$ cat src/hw/rtl/fsqrt_pkg.sv
// ----------------------------------------------------------------------------
// fsqrt_pkg
// Shared types and constants for the single-precision square root block.
// ----------------------------------------------------------------------------
package fsqrt_pkg;
    localparam int WORD_W = 32;
    localparam int RAD_W = 50;
    localparam int ROOT_W = 25;
    localparam int STEPS = 25;
    localparam int CNT_W = 5;
    localparam logic [31:0] EXP_MASK = 32'h7F80_0000;
    localparam logic [31:0] QUIET_NAN = 32'h7FC0_0000;

    // controller -> datapath
    typedef struct packed {
        logic load;
        logic step;
        logic finish;
    } t_cmd;

    // datapath -> controller
    typedef struct packed {
        logic special;
        logic last;
    } t_status;
endpackage

$ cat src/hw/rtl/fsqrt_if.sv
// ----------------------------------------------------------------------------
// fsqrt_if
// Valid/ready channel carrying one 32-bit word.
// ----------------------------------------------------------------------------
interface fsqrt_if;
    logic        valid;
    logic        ready;
    logic [31:0] data;
    modport source (output valid, output data, input ready);
    modport sink (input valid, input data, output ready);
endinterface

$ cat src/hw/rtl/fsqrt_ctrl.sv
// ----------------------------------------------------------------------------
// fsqrt_ctrl
// Sequencer: load, iterate the root recurrence, round, hold the result; special inputs skip straight to the hold.
// ----------------------------------------------------------------------------
module fsqrt_ctrl
    import fsqrt_pkg::*;
(
    input  logic    i_clk,
    input  logic    i_rst_n,
    input  logic    i_in_valid,
    output logic    o_in_ready,
    output logic    o_out_valid,
    input  logic    i_out_ready,
    input  t_status i_status,
    output t_cmd    o_cmd
);
    typedef enum logic [3:0] {
        S_IDLE = 4'b0001,
        S_RUN  = 4'b0010,
        S_FIN  = 4'b0100,
        S_OUT  = 4'b1000
    } t_state;

    t_state r_state, n_state;

    always_comb begin
        n_state = r_state;
        o_cmd = '0;
        o_in_ready = 1'b0;
        o_out_valid = 1'b0;
        case (r_state)
            S_IDLE: begin
                o_in_ready = 1'b1;
                if (i_in_valid) begin
                    o_cmd.load = 1'b1;
                    n_state = S_RUN;
                end
            end
            S_RUN: begin
                if (i_status.special) begin
                    n_state = S_OUT;
                end else begin
                    o_cmd.step = 1'b1;
                    if (i_status.last) n_state = S_FIN;
                end
            end
            S_FIN: begin
                o_cmd.finish = 1'b1;
                n_state = S_OUT;
            end
            S_OUT: begin
                o_out_valid = 1'b1;
                if (i_out_ready) n_state = S_IDLE;
            end
            default: n_state = S_IDLE;
        endcase
    end

    always_ff @(posedge i_clk) begin
        if (!i_rst_n) r_state <= S_IDLE;
        else r_state <= n_state;
    end
endmodule

$ cat src/hw/rtl/fsqrt_dp.sv
// ----------------------------------------------------------------------------
// fsqrt_dp
// Datapath: unpack, one root bit per step, round and pack.
// ----------------------------------------------------------------------------
module fsqrt_dp
    import fsqrt_pkg::*;
(
    input  logic        i_clk,
    input  logic        i_rst_n,
    input  t_cmd        i_cmd,
    input  logic [31:0] i_operand,
    output t_status     o_status,
    output logic [31:0] o_root
);
    logic [RAD_W-1:0]  r_rad;
    logic [ROOT_W-1:0] r_res;
    logic [RAD_W-1:0]  r_rem;
    logic [CNT_W-1:0]  r_cnt;
    logic [8:0]        r_exp;
    logic              r_special;
    logic [31:0]       r_out;

    // unpack
    logic [7:0]  ex;
    logic [22:0] fr;
    logic [4:0]  lz;
    logic [23:0] m0;
    logic [9:0]  e0; // ex-1, or -1-lz for subnormal, signed
    logic [25:0] m1;
    logic [9:0]  e1;
    always_comb begin
        ex = i_operand[30:23];
        fr = i_operand[22:0];
        lz = '0;
        for (int i = 0; i < 23; i++) if (fr[i]) lz = 5'(22 - i);
        if (ex == 8'd0) begin
            m0 = {1'b0, fr} << (lz + 5'd1);
            e0 = 10'd0 - {5'd0, lz} - 10'd1;
        end else begin
            m0 = {1'b1, fr};
            e0 = {2'b00, ex} - 10'd1;
        end
        // value = m0 * 2^(e0-149); adjust so exponent is even
        if (!e0[0]) begin
            m1 = {1'b0, m0, 1'b0};
            e1 = e0;
        end else begin
            m1 = {m0, 2'b00};
            e1 = e0 - 10'd1;
        end
    end

    // recurrence on a 2-bit-per-step window
    logic [ROOT_W+1:0] trial;
    logic [ROOT_W+1:0] part;
    always_comb begin
        part = {r_rem[ROOT_W-1:0], r_rad[RAD_W-1 -: 2]};
        trial = {r_res, 2'b01};
    end
    logic ge;
    assign ge = part >= trial;

    logic [24:0] rnd_q;
    always_comb begin
        rnd_q = {1'b0, r_res[24:1]};
        if (r_res[0] && (r_rem != '0 || r_res[1])) rnd_q = rnd_q + 25'd1;
    end

    always_ff @(posedge i_clk) begin
        if (!i_rst_n) begin
            r_special <= 1'b0;
            r_cnt <= '0;
        end else if (i_cmd.load) begin
            r_cnt <= '0;
            r_special <= 1'b1;
            if (ex == 8'hFF && fr != '0) r_out <= QUIET_NAN;
            else if (i_operand[30:0] == '0 || i_operand[31]) r_out <= '0;
            else if (ex == 8'hFF) r_out <= EXP_MASK;
            else r_special <= 1'b0;
            r_rad <= {m1, 24'd0};
            r_res <= '0;
            r_rem <= '0;
            // value = m1 * 2^(e1-150), so result biased exponent = e1/2 + 64
            r_exp <= 9'($signed(e1) >>> 1) + 9'd64;
        end else if (i_cmd.step) begin
            r_cnt <= r_cnt + 5'd1;
            r_rad <= r_rad << 2;
            if (ge) begin
                r_rem <= RAD_W'(part - trial);
                r_res <= {r_res[ROOT_W-2:0], 1'b1};
            end else begin
                r_rem <= RAD_W'(part);
                r_res <= {r_res[ROOT_W-2:0], 1'b0};
            end
        end else if (i_cmd.finish) begin
            r_special <= 1'b0;
            r_out <= {1'b0, r_exp[7:0] + 8'(rnd_q[24]),
                      23'(rnd_q[24] ? rnd_q[23:1] : rnd_q[22:0])};
        end
    end

    assign o_status.special = r_special;
    assign o_status.last = (r_cnt == CNT_W'(STEPS - 1));
    assign o_root = r_out;
endmodule

$ cat src/hw/rtl/float_square_root.sv
// ----------------------------------------------------------------------------
// float_square_root
// IEEE-754 single-precision square root, round to nearest even.
// ----------------------------------------------------------------------------
// Usage:
//   in_ch  (sink):   operand_bits, one request at a time.
//   out_ch (source): root_bits, held until taken.
// A request runs the radix-2 root recurrence (one root bit per step, set by
// the shared subtract/compare), then a round step. Special inputs (NaN,
// zero, negative, infinity) skip the recurrence and go straight to the
// result. The next request is accepted the cycle after the result is taken;
// a new request is not taken while one is in flight.
// Synchronous active-low reset returns the sequencer to idle; no request is
// in flight after reset. A stalled receiver holds the result stable and
// blocks new requests.
// Zero and negative inputs give +0, +inf gives +inf, NaN gives 0x7FC00000.
// ----------------------------------------------------------------------------
module float_square_root
    import fsqrt_pkg::*;
(
    input  logic   i_clk,
    input  logic   i_rst_n,
    fsqrt_if.sink   in_ch,
    fsqrt_if.source out_ch
);
    t_cmd    cmd;
    t_status status;

    fsqrt_ctrl u_ctrl (
        .i_clk(i_clk), .i_rst_n(i_rst_n),
        .i_in_valid(in_ch.valid), .o_in_ready(in_ch.ready),
        .o_out_valid(out_ch.valid), .i_out_ready(out_ch.ready),
        .i_status(status), .o_cmd(cmd)
    );

    fsqrt_dp u_dp (
        .i_clk(i_clk), .i_rst_n(i_rst_n), .i_cmd(cmd),
        .i_operand(in_ch.data), .o_status(status), .o_root(out_ch.data)
    );
endmodule

$ cat src/flat_wrapper.sv
// flat-port wrapper written by rule: the top's interface ports become plain ports
module float_square_root_flat import fsqrt_pkg::*;
  (i_clk, i_rst_n, in_ch_valid, in_ch_data, in_ch_ready, out_ch_valid, out_ch_data, out_ch_ready);
  fsqrt_if in_ch_i ();
  fsqrt_if out_ch_i ();
  input  logic i_clk;
  input  logic i_rst_n;
  input wire logic [$bits(in_ch_i.valid)-1:0] in_ch_valid;
  input wire logic [$bits(in_ch_i.data)-1:0] in_ch_data;
  output wire logic [$bits(in_ch_i.ready)-1:0] in_ch_ready;
  output wire logic [$bits(out_ch_i.valid)-1:0] out_ch_valid;
  output wire logic [$bits(out_ch_i.data)-1:0] out_ch_data;
  input wire logic [$bits(out_ch_i.ready)-1:0] out_ch_ready;
  assign in_ch_i.valid = in_ch_valid;
  assign in_ch_i.data = in_ch_data;
  assign in_ch_ready = in_ch_i.ready;
  assign out_ch_valid = out_ch_i.valid;
  assign out_ch_data = out_ch_i.data;
  assign out_ch_i.ready = out_ch_ready;
  float_square_root u_core (.i_clk(i_clk), .i_rst_n(i_rst_n), .in_ch(in_ch_i), .out_ch(out_ch_i));
endmodule
$ cat config.mk
export PLATFORM = sky130hd
export DESIGN_NAME = float_square_root_flat
export DESIGN_NICKNAME = d
export VERILOG_FILES = /design/src/hw/rtl/fsqrt_pkg.sv /design/src/hw/rtl/fsqrt_if.sv /design/src/hw/rtl/fsqrt_ctrl.sv /design/src/hw/rtl/fsqrt_dp.sv /design/src/hw/rtl/float_square_root.sv /design/src/flat_wrapper.sv
export SDC_FILE = /design/constraint.sdc
export NUM_CORES = 1
export LEC_CHECK = 0
export BUFFER_PORTS_ARGS = -buffer_cell sky130_fd_sc_hd__buf_2
export CAP_MARGIN = 20
export CORE_ASPECT_RATIO = 1.1
export CORE_MARGIN = 2
export CORE_UTILIZATION = 50
export DETAILED_ROUTE_END_ITERATION = 8
export HOLD_SLACK_MARGIN = 0.06
export PLACE_DENSITY = 0.71
export RECOVER_POWER = 100
export SLEW_MARGIN = 20
export SYNTH_ARGS = -nofsm -noshare
export SYNTH_HDL_FRONTEND = slang
export SYNTH_SLANG_ARGS = --single-unit
$ cat constraint.sdc
create_clock -name i_clk -period 5.9 [get_ports i_clk]
set_input_delay 0.59 -clock i_clk [delete_from_list [all_inputs] [get_ports i_clk]]
set_output_delay 0.59 -clock i_clk [all_outputs]
set_load 0.005 [all_outputs]
==> flow_summary.ini <==
[run_status]
status = finished with violations
violations = capacitance limit, slew limit

[timing]
relSlewSlack_pct = -15.64
fin_hold_ws_ns = 0.4761
maxSlewViolCount = 58
max_freq_ghz = 0.2027
fin_setup_tns_ns = 0
final_hold_viol_count = 0
setup_ws_ns = 0.9666
finalSetupViolCount = 0
fin_crit_ns = 4.933
rsz0062_at_grt = no
fin_skew_ns = 0.005798
worst_pin_slew_ns = 1.735
post-route-period-util_pct = 83.62

[worst_setup_path]
cp.required_ns = 6.06
crit_chain = clkbuf_1, nor3b_1, or3_1, a21o_4, a21oi_1, clkbuf_1, inv_4, o21ai_2, nor2_1, o21ai_0, a21oi_1, o22a_1
criticalPathCategory = input port to flip-flop
crit_arrival_ns = 5.10
start_kind = input port
worst-path-max-fanout = 25
cp_slowest_cell = clkbuf_1
reg2reg_slack_ns = 1.31
endpoint_kind = flip-flop
r2r_cells = 13
r2r_end = u_core.u_dp.r_rem[3]
reg2reg_from = u_core.u_dp.r_res[10]
startpoint = in_ch_data[19]
cp_slowest_stage_delay_ns = 1.15

[global_routing]
grt_pass1_vias = 8029
overflow = 0
grt_util_all_layers_pct = 25.31
grt_pass1_wl_um = 40700
grt_max_degree = 79
antenna_found_initial = 1

[yosys]
synth-seq-area-share_pct = 38.10
async_flop_share_pct = 0
ys_seq_elements = 127
syn_avg_cell_area_um2 = 8.993
synthCells = 1084
synth-warning-count = 0
synth_edf_count = 117
syn_area_um2 = 9748
ys.flop_type = edfxtp_1
ys_types = 91
synth_nets = 1156

[cells_and_area]
drive_gt1_share_pct = 10.70
n_antenna_cell = 0
syn2layout_area_growth_pct = 8.984
nets = 1191

[drt]
drtIter0Drc = 742
drc = 0
vias_per_cell = 6.134
dr.pass1.iters = 6
ant_nets = 0
wl_um = 25520
vias = 8453
wl_per_cell_um = 18.52

[run]
cap_violations = 2

[placement]
place_ws_ns = 1.265
dp_hpwl_um = 18720
io_buffers = 68
routabilityCongestion = 0.9541

[pwr]
p_leak_nw = 3.968
powerDensity_nw_per_um2 = 280.6
p_seq_share_pct = 38.1
power.internal_mw = 2.085
p_sw_share_pct = 30.07
vdd_drop_max_uv = 204.3
power.switching_mw = 0.8964
clockPowerShare_pct = 36.0
power_frac_comb_pct = 25.9

[die]
num_rows = 53
die_x_um = 137.1
ioPinCount = 70
core_um2 = 19100
fp.dieH_um = 150.4
die_area_um2 = 20630
initial_core_util_pct = 51.04

[clock_network]
root_buffer = clkbuf_16
cts_tree = yes
clock_latency_ns = 0.41
hold_buffers = 0
cts_made_buffers = 17
ctsLongestPathBuffers = 2
htree_levels = 4
cts.sinks = 127
clk_pin_slew_ns = 0.05
postCtsSetupBuffers = 0
cts_resized = 0

[hold_path]
hold_class = input port to flip-flop
min_from = i_rst_n
hold_end = u_core.u_ctrl.r_state[1]
holdPathStages = 3
-- flip-flops by register name, summed over array words and instances (netlist names) --
register	count
u_core.u_ctrl.r_state	4
u_core.u_dp.o_root	31
u_core.u_dp.r_res	25
u_core.u_dp.r_exp	8
u_core.u_dp.r_rad	25
u_core.u_dp.r_rem	28
u_core.u_dp.r_cnt	5
u_core.u_dp.r_special	1
-- kinds of logic (layout without fill, tap and decap cells) --
logic type / count (synthesis) / count (layout) / synth area share [%]
AOI/OAI and AO/OA: 282 / 282 / 18.98
xor gates and xnor gates: 62 / 62 / 5.571
adders and majority gates: 36 / 36 / 4.621
buffers and inverters: 111 / 158 / 5.648
DFF: 127 / 127 / 38.10
muxes: 41 / 41 / 5.596
other: 1 / 1 / 0.03847
and+or+nand+nor: 424 / 424 / 21.45
-- critical path: cells and delay by family --
family | cells | cell delay [ns]
buf+inv | 3 | 2.04
compound gates | 6 | 1.69
simple gates | 3 | 0.75
-- placed cells by master, fill, tap and decap left out, types with 17 or more instances in the layout --
cell type	synthesis	layout
inv_1	47	47
a21oi_1	82	83
xor2_1	20	20
ha_1	36	36
xnor2_1	42	42
o21ai_0	67	70
nor2_1	158	158
buf_2	10	44
clkbuf_16	0	17
nand3_1	29	29
nor3_1	24	24
edfxtp_1	117	117
nor4_1	18	18
nand2_1	91	91
mux2i_1	26	26
clkbuf_1	35	27
-- routing by layer --
metal	global-route usage, %	share of wire [%]	vias to the layer above
li1	-	-	4074
met1	30.57	41	4061
met2	43.61	51	258
met3	4.276	4.7	58
met4	12.22	3.2	2
met5	0	0.051	-
-- cell type report --
type | instances | area, um2
fillers | 1768 | 8474
multi-input cells | 846 | 5440
flip-flops and latches | 127 | 3714
clock buffers | 18 | 429.2
repair buffers | 79 | 377.9
well taps | 247 | 309.0
inverters | 48 | 182.7
clock inverters | 13 | 171.4
-- per-stage QoR --
step	power (mW)	cell area (um2)	std cells	util, %
2_1_floorplan	1.745	9748	1084	-
3_3_place_gp	1.916	10130	1346	53.07
3_5_place_dp	1.926	10130	1346	53.07
4_1_cts	3.001	10740	1377	56.21
5_1_grt	3.128	10620	1378	55.63
6_report	2.981	10620	1378	55.63
-- cells in the mapped netlist (all sizes together), types with 4 or more instances --
master | number | area [um2]
nand4 | 13 | 81.33
a21oi | 83 | 426.7
o31ai | 5 | 37.54
clkbuf | 41 | 207.7
mux4 | 10 | 225.2
nor2b | 10 | 62.56
xnor2 | 42 | 367.9
o21a | 6 | 45.04
nor3b | 8 | 60.06
o21bai | 4 | 30.03
o22ai | 8 | 50.05
nand2 | 92 | 347.8
or3 | 8 | 50.05
ha | 36 | 450.4
mux2i | 26 | 260.3
inv | 48 | 182.7
nand2b | 12 | 75.07
a21o | 12 | 97.59
and2 | 7 | 43.80
nor3 | 25 | 136.4
mux2 | 5 | 60.05
or4 | 7 | 60.06
o221a | 5 | 56.30
dfxtp | 10 | 200.2
edfxtp | 117 | 3513
nor4 | 22 | 180.2
o32ai | 4 | 35.03
nor2 | 160 | 605.6
a211oi | 9 | 72.57
a21boi | 4 | 33.78
xor2 | 20 | 175.2
a31oi | 11 | 68.82
o211ai | 9 | 72.57
a221oi | 8 | 76.32
and3 | 14 | 87.58
o21ai | 77 | 396.6
nor4b | 5 | 58.80
nand3 | 29 | 145.1
buf | 21 | 147.6
-- how the worst max path moves through the flow --
stage	cells after the start	end	slack (ns)
2_1_floorplan	6	u_core.u_dp.o_root[0]	1.10
3_3_place_gp	15	u_core.u_dp.r_rad[48]	1.34
3_5_place_dp	15	u_core.u_dp.r_rad[48]	1.26
4_1_cts	15	u_core.u_dp.r_rad[48]	1.70
5_1_grt	12	u_core.u_dp.r_rad[44]	0.72
6_report	12	u_core.u_dp.r_rad[44]	0.97
-- power groups by stage --
stage	Sequential (mW)	Clock [mW]	Combinational (mW)
after CTS	1.13	1.09	0.782
after global routing	1.14	1.12	0.863
after floorplan	1.14	0	0.605
after global placement	1.15	0	0.767
final	1.14	1.07	0.773
after detailed placement	1.15	0	0.775
(Power assumes the default switching activity.)
